File: src/hw/rtl/bda_pkg.sv
`default_nettype none

package bda_pkg;

    localparam int VALUE_W    = 64;
    localparam int CHAR_W     = 8;
    localparam int MAX_DIGITS = 20;
    localparam int DIGIT_W    = 4;
    localparam int BCD_W      = MAX_DIGITS * DIGIT_W;
    localparam int CNT_W      = $clog2(VALUE_W);
    localparam int LEFT_W     = $clog2(MAX_DIGITS + 1);

    localparam logic [CHAR_W-1:0] ZERO_CODE = CHAR_W'(48);
    localparam logic [CHAR_W-1:0] NL_CODE   = CHAR_W'(10);

    // packed decimal result handed from the converter to the emitter
    typedef struct packed {
        logic [BCD_W-1:0] bcd;
        logic             ovf;
    } bda_result_t;

endpackage

`default_nettype wire

File: src/hw/rtl/bda_conv.sv
`default_nettype none

module bda_conv (
    input  wire logic                          aclk,
    input  wire logic                          aresetn,
    input  wire logic                          in_valid,
    output logic                               in_ready,
    input  wire logic [bda_pkg::VALUE_W-1:0]   in_value,
    output logic                               res_valid,
    input  wire logic                          res_ready,
    output bda_pkg::bda_result_t               res
);
    import bda_pkg::*;

    typedef enum logic [2:0] {
        C_IDLE = 3'b001,
        C_RUN  = 3'b010,
        C_DONE = 3'b100
    } conv_state_t;

    conv_state_t        state_reg, state_next;
    logic [VALUE_W-1:0] bin_reg, bin_next;
    logic [BCD_W-1:0]   bcd_reg, bcd_next;
    logic [CNT_W-1:0]   cnt_reg, cnt_next;
    logic               ovf_reg, ovf_next;
    logic [BCD_W-1:0]   adj;

    // add 3 to every digit of 5 or more before the shift
    always_comb begin
        for (int d = 0; d < MAX_DIGITS; d++) begin
            if (bcd_reg[d*DIGIT_W +: DIGIT_W] >= DIGIT_W'(5)) begin
                adj[d*DIGIT_W +: DIGIT_W] = bcd_reg[d*DIGIT_W +: DIGIT_W] + DIGIT_W'(3);
            end else begin
                adj[d*DIGIT_W +: DIGIT_W] = bcd_reg[d*DIGIT_W +: DIGIT_W];
            end
        end
    end

    always_comb begin
        state_next = state_reg;
        bin_next   = bin_reg;
        bcd_next   = bcd_reg;
        cnt_next   = cnt_reg;
        ovf_next   = ovf_reg;
        unique case (state_reg)
            C_IDLE: begin
                if (in_valid) begin
                    bin_next   = in_value;
                    bcd_next   = '0;
                    cnt_next   = '0;
                    ovf_next   = 1'b0;
                    state_next = C_RUN;
                end
            end
            C_RUN: begin
                // a bit leaving the top digit means more digits than the buffer holds
                ovf_next = ovf_reg | adj[BCD_W-1];
                bcd_next = {adj[BCD_W-2:0], bin_reg[VALUE_W-1]};
                bin_next = {bin_reg[VALUE_W-2:0], 1'b0};
                cnt_next = cnt_reg + CNT_W'(1);
                if (cnt_reg == CNT_W'(VALUE_W - 1)) begin
                    state_next = C_DONE;
                end
            end
            C_DONE: begin
                if (res_ready) begin
                    state_next = C_IDLE;
                end
            end
            default: state_next = C_IDLE;
        endcase
    end

    always_ff @(posedge aclk) begin
        if (!aresetn) begin
            state_reg <= C_IDLE;
        end else begin
            state_reg <= state_next;
        end
        bin_reg <= bin_next;
        bcd_reg <= bcd_next;
        cnt_reg <= cnt_next;
        ovf_reg <= ovf_next;
    end

    assign in_ready  = (state_reg == C_IDLE);
    assign res_valid = (state_reg == C_DONE);
    assign res.bcd   = bcd_reg;
    assign res.ovf   = ovf_reg;

endmodule

`default_nettype wire

File: src/hw/rtl/bda_emit.sv
`default_nettype none

module bda_emit (
    input  wire logic                          aclk,
    input  wire logic                          aresetn,
    input  wire logic                          res_valid,
    output logic                               res_ready,
    input  wire bda_pkg::bda_result_t          res,
    output logic                               out_valid,
    input  wire logic                          out_ready,
    output logic [bda_pkg::CHAR_W-1:0]         out_char,
    output logic                               out_last
);
    import bda_pkg::*;

    typedef enum logic [3:0] {
        E_IDLE  = 4'b0001,
        E_SKIP  = 4'b0010,
        E_DIGIT = 4'b0100,
        E_NL    = 4'b1000
    } emit_state_t;

    emit_state_t       state_reg, state_next;
    logic [BCD_W-1:0]  dig_reg, dig_next;
    logic [LEFT_W-1:0] left_reg, left_next;
    logic              ov_reg, ov_next;
    logic [CHAR_W-1:0] char_reg, char_next;
    logic              last_reg, last_next;
    logic              slot_free;
    logic [DIGIT_W-1:0] top;

    assign top       = dig_reg[BCD_W-1 -: DIGIT_W];
    assign slot_free = !ov_reg || out_ready;

    always_comb begin
        state_next = state_reg;
        dig_next   = dig_reg;
        left_next  = left_reg;
        ov_next    = ov_reg && !out_ready;
        char_next  = char_reg;
        last_next  = last_reg;
        unique case (state_reg)
            E_IDLE: begin
                if (res_valid) begin
                    dig_next   = res.bcd;
                    left_next  = LEFT_W'(MAX_DIGITS);
                    // overflowed values keep every buffered digit, zeros included
                    state_next = res.ovf ? E_DIGIT : E_SKIP;
                end
            end
            E_SKIP: begin
                if (top == '0 && left_reg != LEFT_W'(1)) begin
                    dig_next  = {dig_reg[BCD_W-DIGIT_W-1:0], {DIGIT_W{1'b0}}};
                    left_next = left_reg - LEFT_W'(1);
                end else begin
                    state_next = E_DIGIT;
                end
            end
            E_DIGIT: begin
                if (slot_free) begin
                    ov_next   = 1'b1;
                    char_next = ZERO_CODE + CHAR_W'(top);
                    last_next = 1'b0;
                    dig_next  = {dig_reg[BCD_W-DIGIT_W-1:0], {DIGIT_W{1'b0}}};
                    left_next = left_reg - LEFT_W'(1);
                    if (left_reg == LEFT_W'(1)) begin
                        state_next = E_NL;
                    end
                end
            end
            E_NL: begin
                if (slot_free) begin
                    ov_next    = 1'b1;
                    char_next  = NL_CODE;
                    last_next  = 1'b1;
                    state_next = E_IDLE;
                end
            end
            default: state_next = E_IDLE;
        endcase
    end

    always_ff @(posedge aclk) begin
        if (!aresetn) begin
            state_reg <= E_IDLE;
            ov_reg    <= 1'b0;
        end else begin
            state_reg <= state_next;
            ov_reg    <= ov_next;
        end
        dig_reg  <= dig_next;
        left_reg <= left_next;
        char_reg <= char_next;
        last_reg <= last_next;
    end

    assign res_ready = (state_reg == E_IDLE);
    assign out_valid = ov_reg;
    assign out_char  = char_reg;
    assign out_last  = last_reg;

endmodule

`default_nettype wire

File: src/hw/rtl/binary_to_decimal_ascii.sv
// Converts an unsigned 64-bit value to decimal ASCII text, most significant digit first with
// no leading zeros (zero gives a single '0'), followed by a newline (10) that carries m_last.
// A double-dabble converter shifts the value in one bit per cycle after s_value is accepted,
// then hands the packed digits to the emitter from its hand-off state.
// The emitter loads them, skips leading zero digits one at a time, finds the first digit to
// send, and sends one character at a time, digits plus the newline (2 to 21), as m_ready allows.
// The converter takes the next request while the emitter still sends the previous text, so
// back-to-back requests each pass through the converter's shift state, its hand-off state and
// its accept state. Only a character side that stalls for long lets the emitter fall behind and
// hold the converter in its hand-off state. m_valid comes straight from an output register.
`default_nettype none

module binary_to_decimal_ascii (
    input  wire logic                          aclk,
    input  wire logic                          aresetn,
    // request side
    input  wire logic                          s_valid,
    output logic                               s_ready,
    input  wire logic [bda_pkg::VALUE_W-1:0]   s_value,
    // character side
    output logic                               m_valid,
    input  wire logic                          m_ready,
    output logic [bda_pkg::CHAR_W-1:0]         m_character,
    output logic                               m_last
);
    import bda_pkg::*;

    // packed decimal hand-off between the two halves
    bda_result_t res;
    logic        res_valid;
    logic        res_ready;

    // bit-serial shift-add-3 binary to packed decimal
    bda_conv u_conv (
        .aclk      (aclk),
        .aresetn   (aresetn),
        .in_valid  (s_valid),
        .in_ready  (s_ready),
        .in_value  (s_value),
        .res_valid (res_valid),
        .res_ready (res_ready),
        .res       (res)
    );

    // digit-serial emitter: drops leading zeros, sends ascii digits and the newline
    bda_emit u_emit (
        .aclk      (aclk),
        .aresetn   (aresetn),
        .res_valid (res_valid),
        .res_ready (res_ready),
        .res       (res),
        .out_valid (m_valid),
        .out_ready (m_ready),
        .out_char  (m_character),
        .out_last  (m_last)
    );

endmodule

`default_nettype wire
File: config.mk
export PLATFORM = sky130hd
export DESIGN_NAME = binary_to_decimal_ascii
export DESIGN_NICKNAME = d
export VERILOG_FILES = /design/src/hw/rtl/bda_pkg.sv /design/src/hw/rtl/bda_conv.sv /design/src/hw/rtl/bda_emit.sv /design/src/hw/rtl/binary_to_decimal_ascii.sv
export SDC_FILE = /design/constraint.sdc
export NUM_CORES = 1
export LEC_CHECK = 0
export BUFFER_PORTS_ARGS = -buffer_cell sky130_fd_sc_hd__buf_2
export CORE_MARGIN = 1
export CORE_UTILIZATION = 30
export CTS_BUF_LIST = sky130_fd_sc_hd__clkbuf_4 sky130_fd_sc_hd__clkbuf_8
export DETAILED_ROUTE_END_ITERATION = 7
export SYNTH_ARGS = -nofsm -noshare
export SYNTH_HDL_FRONTEND = slang
export SYNTH_SLANG_ARGS = --single-unit
File: constraint.sdc
create_clock -name aclk -period 6.1 [get_ports aclk]
set_clock_uncertainty 0.05 [all_clocks]
set_input_delay 0.915 -clock aclk [delete_from_list [all_inputs] [get_ports aclk]]
set_output_delay 0.915 -clock aclk [all_outputs]
set_load 0.02 [all_outputs]
# ---- After elaboration in Yosys (flattened, before gate mapping)
# Cells that the tools add are included.
dict set report totals {
  regBits 253
  latchBits 0
  n_memories 0
  mem_bits_ro 0
  input_bits 68
  ram_bits 0
}
dict set report classes {
  shift 0
  bitwise 1
  n_mux 55
  n_reduce_logical 15
  div 0
  mul 0
  eq_ne 19
  add_sub_neg 23
  n_lt_le_gt_ge 20
}
# op n
set op_table {}
lappend op_table {{$mux 80} 4}
lappend op_table {{$pmux 80 s3} 1}
lappend op_table {{$pmux 80 s2} 1}
lappend op_table {{$pmux 64 s2} 1}
lappend op_table {{$mux 4} 25}
lappend op_table {{$add 4x2->4 const B} 20}
lappend op_table {{$ge 4x3->1 const B} 20}
lappend op_table {{$mux 64} 1}
lappend op_table {{$mux 8} 2}
lappend op_table {{$pmux 4 s4} 1}
lappend op_table {{$pmux 8 s2} 1}
lappend op_table {{$mux 5} 3}
lappend op_table {{$pmux 5 s3} 1}
lappend op_table {{$mux 3} 4}
lappend op_table {{$ne 2x1->1 const B} 6}
lappend op_table {{$pmux 6 s2} 1}
lappend op_table {{$pmux 3 s3} 1}
lappend op_table {{$add 6x4->7 const A} 1}
lappend op_table {{$add 6x1->6 const B} 1}
lappend op_table {{$eq 6x6->1 const B} 1}
lappend op_table {{$mux 6} 1}
lappend op_table {{$ne 2x2->1 const B} 3}
lappend op_table {{$reduce_and 3->1} 2}
lappend op_table {{$eq 5x1->1 const B} 1}
lappend op_table {{other kinds (22)} 30}

# ---- Depth between registers and ports, before layout
dict set report depth {
  depth_word 4
  depth_mapped 6
  mapped_depth_nobuf 6
}

# ---- Hierarchy
# Synthesis repeated with hierarchy kept, for this count alone.
dict set report hier_totals {
  cells_unflattened 990
  hier_area_um2 12030.3
}
# module instances cells_each area_per_inst_um2 seq_area_each_um2
set by_module_without_submodules {}
lappend by_module_without_submodules {bda_conv 1 744 7748.7 4594.4}
lappend by_module_without_submodules {bda_emit 1 246 4281.6 2832.7}

# ---- Least setup slack after synthesis
# No wires, ideal clock.
dict set report synth_path {
  path_type {in2reg}
  startpoint {input m_ready}
  endpoint {register u_emit.dig_reg[0], enable pin}
  arrival_ps 5395
  path_slack_ps 98
  stages 5
  path_cell_list {nor2b_1 -> clkbuf_1 -> nand2_1 -> o211ai_1 -> a21oi_1}
}
dict set report synth_via {
  elab_chain_cells 3
}
# item line_no
set synth_rtl {}
lappend synth_rtl {{start, declared} binary_to_decimal_ascii.sv:22} ;# input wire logic m_ready,
lappend synth_rtl {{$logic_or 1x1->1} bda_emit.sv:33} ;# assign slot_free = !ov_reg || out_ready;
lappend synth_rtl {{$ne 2x1->1 (no line)} --}
lappend synth_rtl {{$reduce_and 4->1 (no line)} --}
lappend synth_rtl {{end signal, assigned} bda_emit.sv:91} ;# dig_reg <= dig_next;
lappend synth_rtl {{end, declared} bda_emit.sv:24} ;# logic [BCD_W-1:0] dig_reg, dig_next;
# Every way passes these cells.
# A chain may end at the register's enable or synchronous reset.

# ---- Worst setup path in the final report
dict set report layout_path {
  startpoint {register u_emit.state_reg[1]}
  endpoint {register u_emit.dig_reg[8], enable pin}
}
dict set report layout_via {
  elab_chain_cells 3
}
# item line_no
set layout_rtl {}
lappend layout_rtl {{start, declared} bda_emit.sv:23} ;# emit_state_t state_reg, state_next;
lappend layout_rtl {{start signal, assigned} bda_emit.sv:88} ;# state_reg <= state_next;
lappend layout_rtl {{$eq 4x2->1 (tied with other cells)} bda_emit.sv:42} ;# unique case (state_reg)
lappend layout_rtl {{$ne 2x1->1 (no line) (tied with other cells)} --}
lappend layout_rtl {{$reduce_and 4->1 (no line) (*)} --}
# Every way passes the cells marked *; elsewhere a longest branch is shown, timed or not.

==> results.py <==
metrics = {
    "floorplanning": {
        "core-area_um2": 38830,
        "io_pins": 79,
        "rows": 72,
        "floorplan.initialDensity": 0.3051,
        "die_w_um": 200.7,
        "die_h_um": 200.7,
        "dieArea_um2": 40290,
    },
    "sta": {
        "fmax_mhz": 330.5,
        "fin_crit_sh": 0.4960,
        "fin_setup_tns_ns": 0,
        "rsz0062_at_grt": "no",
        "slew_violations": 0,
        "hold_violations": 0,
        "final.min_clock_period_ns": 3.026,
        "timing.hold.ws_ns": 0.4554,
        "worst_pin_slew_ns": 1.138,
        "worst_slack_ns": 3.074,
        "slew_headroom": 0.2395,
        "setup_viol": 0,
    },
    "placement": {
        "dp_hpwl_mm": 12.55,
        "dpl.cell_count": 1665,
        "placed_area_um2": 12730,
        "portBuffers": 76,
        "pre_cts_ws_ns": 3.005,
        "gp_congestion": 0.7457,
    },
    "run": {
        "max_cap_violations": 0,
    },
    "layout": {
        "final_util": 0.3486,
        "synthToLayoutAreaGrowth_pct": 14.25,
        "design_area_um2": 13530,
        "post_route_cells_drive_above_1_share": 0.1339,
        "fin_cells": 1743,
        "num_antenna_cells": 0,
        "finalNetCount": 1302,
    },
    "worst_hold_path": {
        "hp-start": "u_conv.bin_reg[2]",
        "hp-class": "reg -> reg",
        "hold_path_depth": 2,
        "holdPathEnd": "u_conv.bin_reg[3]",
    },
    "worst_setup_path": {
        "crit_start": "u_emit.state_reg[1]",
        "crit_arrival_ns": 3.14,
        "worstPathMaxFanout": 85,
        "crit_type": "reg -> reg",
        "reg2reg_from": "u_emit.state_reg[1]",
        "crit_required_ns": 6.22,
        "cp.buffers_inverters": 1,
        "max_stage_delay_ns": 0.84,
        "crit_path_end_kind": "flop",
        "ff2ff_setup_slack_ns": 3.07,
        "reg2reg_depth": 5,
        "r2r-end": "u_emit.dig_reg[8]",
        "path_cells": "nor4b_2, or2_4, o211ai_1, a21oi_4, buf_4",
        "crit_slowest_cell": "buf_4",
        "worst_setup_path_start_kind": "flop",
        "cpLargestDelayFamily": "simple AND/OR/NAND/NOR gates",
    },
    "clock_network": {
        "root_buffer": "clkbuf_8",
        "htreeDepth": 2,
        "cts_num_sinks": 250,
        "clock_path_buffers": 3,
        "cts.repair.resized": 0,
        "clk_pin_slew_worst_paths_ns": 0.06,
        "worst_skew_pair.late_latency_ns": 0.56,
        "cts_inserted_buffers": 42,
        "hold_buffers": 0,
        "cts_tree": "built",
        "post_cts_buffers": 0,
    },
    "yosys": {
        "synth_edf_count": 242,
        "ys_types": 41,
        "syn-instance-count": 1109,
        "ys.flop_type": "edfxtp_1",
        "post-synth-top-area-fraction": 0.6134,
        "synthArstFlopShare": 0,
        "ys_seq_elements": 250,
        "netlist_top_cells_area": "edfxtp_1 (61%), nand2_1 (12%), ha_1 (4.5%), a21oi_1 (1.9%), nor2_1 (1.8%)",
        "ys_seq_area_frac": 0.6270,
        "postSynthAreaPerCell_um2": 10.68,
        "syn-cell-area_um2": 11850,
        "yosysWarningCount": 0,
        "yosysTopAreaCell": "edfxtp_1",
    },
    "drt": {
        "antenna_left": 0,
        "drc": 0,
        "wl_per_cell_um": 12.16,
        "drtIter0Drc": 506,
        "viasPerCell": 4.423,
        "finalWirelength_mm": 21.19,
        "via_count": 7710,
        "first_pass_iters": 5,
    },
    "power": {
        "power_mw": 5.283,
        "vdd_drop_max_v": 0.0002920,
        "power_leakage_nw": 5.235,
        "power.density_nw_per_um2": 390.4,
    },
    "run_status": {
        "outcome": "finished clean",
    },
    "global_route": {
        "grt_usage": 0.1062,
        "globalRouteOverflowTotal": 0,
        "grt_pass1_wl_mm": 36.23,
        "antenna_found_initial": 0,
        "grt_pass1_vias": 7733,
        "grt_start_max_net_pins": 119,
    },
}
-- Yosys cell counts, types with 2 or more instances --
library cell / number
a211oi_1: 21
a21oi_1: 46
a31oi_1: 2
and2_1: 5
and2b_1: 2
and3_1: 3
buf_2: 13
buf_4: 13
clkbuf_1: 18
dfxtp_1: 8
edfxtp_1: 242
ha_1: 43
inv_1: 47
nand2_1: 388
nand2b_1: 20
nand3_1: 4
nor2_1: 58
nor2b_1: 21
nor3_1: 21
nor3b_1: 3
nor4_1: 3
nor4b_2: 2
nor4b_4: 2
o211ai_1: 3
o21ai_0: 32
o21ai_1: 30
or2_2: 2
or3b_2: 2
xnor2_1: 23
xor2_1: 21
-- final cells by class --
| class | instances | area [um^2] |
|---|---|---|
| Sequential cell | 250 | 7427 |
| Clock buffer | 54 | 668.1 |
| Clock inverter | 24 | 140.1 |
| Multi-Input combinational cell | 768 | 4049 |
| Fill cell | 3873 | 25290 |
| Tap cell | 518 | 648.1 |
| Inverter | 47 | 176.4 |
| Timing Repair Buffer | 82 | 425.4 |
-- cell families (layout without fill, tap and decap cells) --
family | after synthesis | count (layout) | synth area share
DFF | 250 | 250 | 0.6270
muxes | 1 | 1 | 0.0008450
buffers and inverters | 92 | 207 | 0.03464
and+or+nand+nor | 540 | 540 | 0.1942
other | 1 | 2 | 0.0003166
AOI/OAI and AO/OA | 138 | 138 | 0.06506
adders and majority gates | 43 | 43 | 0.04542
xor gates and xnor gates | 44 | 44 | 0.03253
-- cell usage in the layout (no fill, tap or decap), types with 3 or more instances in the layout --
| cell | Yosys | layout |
|---|---|---|
| a211oi_1 | 21 | 21 |
| a21oi_1 | 46 | 45 |
| and2_1 | 5 | 5 |
| and3_1 | 3 | 3 |
| buf_2 | 13 | 76 |
| buf_4 | 13 | 6 |
| clkbuf_4 | 0 | 12 |
| clkbuf_8 | 0 | 42 |
| clkinv_1 | 0 | 11 |
| clkinv_2 | 0 | 9 |
| dfxtp_1 | 8 | 8 |
| edfxtp_1 | 242 | 242 |
| ha_1 | 43 | 43 |
| inv_1 | 47 | 47 |
| nand2_1 | 388 | 387 |
| nand2b_1 | 20 | 20 |
| nand3_1 | 4 | 4 |
| nor2_1 | 58 | 57 |
| nor2b_1 | 21 | 21 |
| nor3_1 | 21 | 21 |
| nor4_1 | 3 | 3 |
| o211ai_1 | 3 | 3 |
| o21ai_0 | 32 | 32 |
| o21ai_1 | 30 | 30 |
| xnor2_1 | 23 | 23 |
| xor2_1 | 21 | 21 |
-- layer usage --
metal,global-route usage,vias up,wire length [um]
met1,0.1430,3637,10360
met2,0.1684,103,9762
met5,0,-,0
li1,-,3941,-
met4,0.03381,0,280
met3,0.02500,29,789
-- worst min-delay path, cell delays in order (launching register included) --
cell and delay (ns):
edfxtp_1 0.32, nand2_1 0.04, nand2_1 0.05
-- power by group --
| part | internal, mW | switching [mW] |
|---|---|---|
| clock network | 0.766 | 0.680 |
| logic | 0.318 | 0.705 |
| registers | 2.60 | 0.215 |
-- worst max path at each step --
stage	cells past startpoint	to	slack [ns]
floorplan	5	u_emit.dig_reg[0]	0.1
global placement	3	u_conv.bcd_reg[58]	3.06
detailed placement	3	u_conv.bcd_reg[59]	3.01
CTS	3	u_conv.bcd_reg[60]	3.00
global route	5	u_emit.dig_reg[8]	2.86
finish	5	u_emit.dig_reg[8]	3.07
Power figures use the tool's default switching activity.
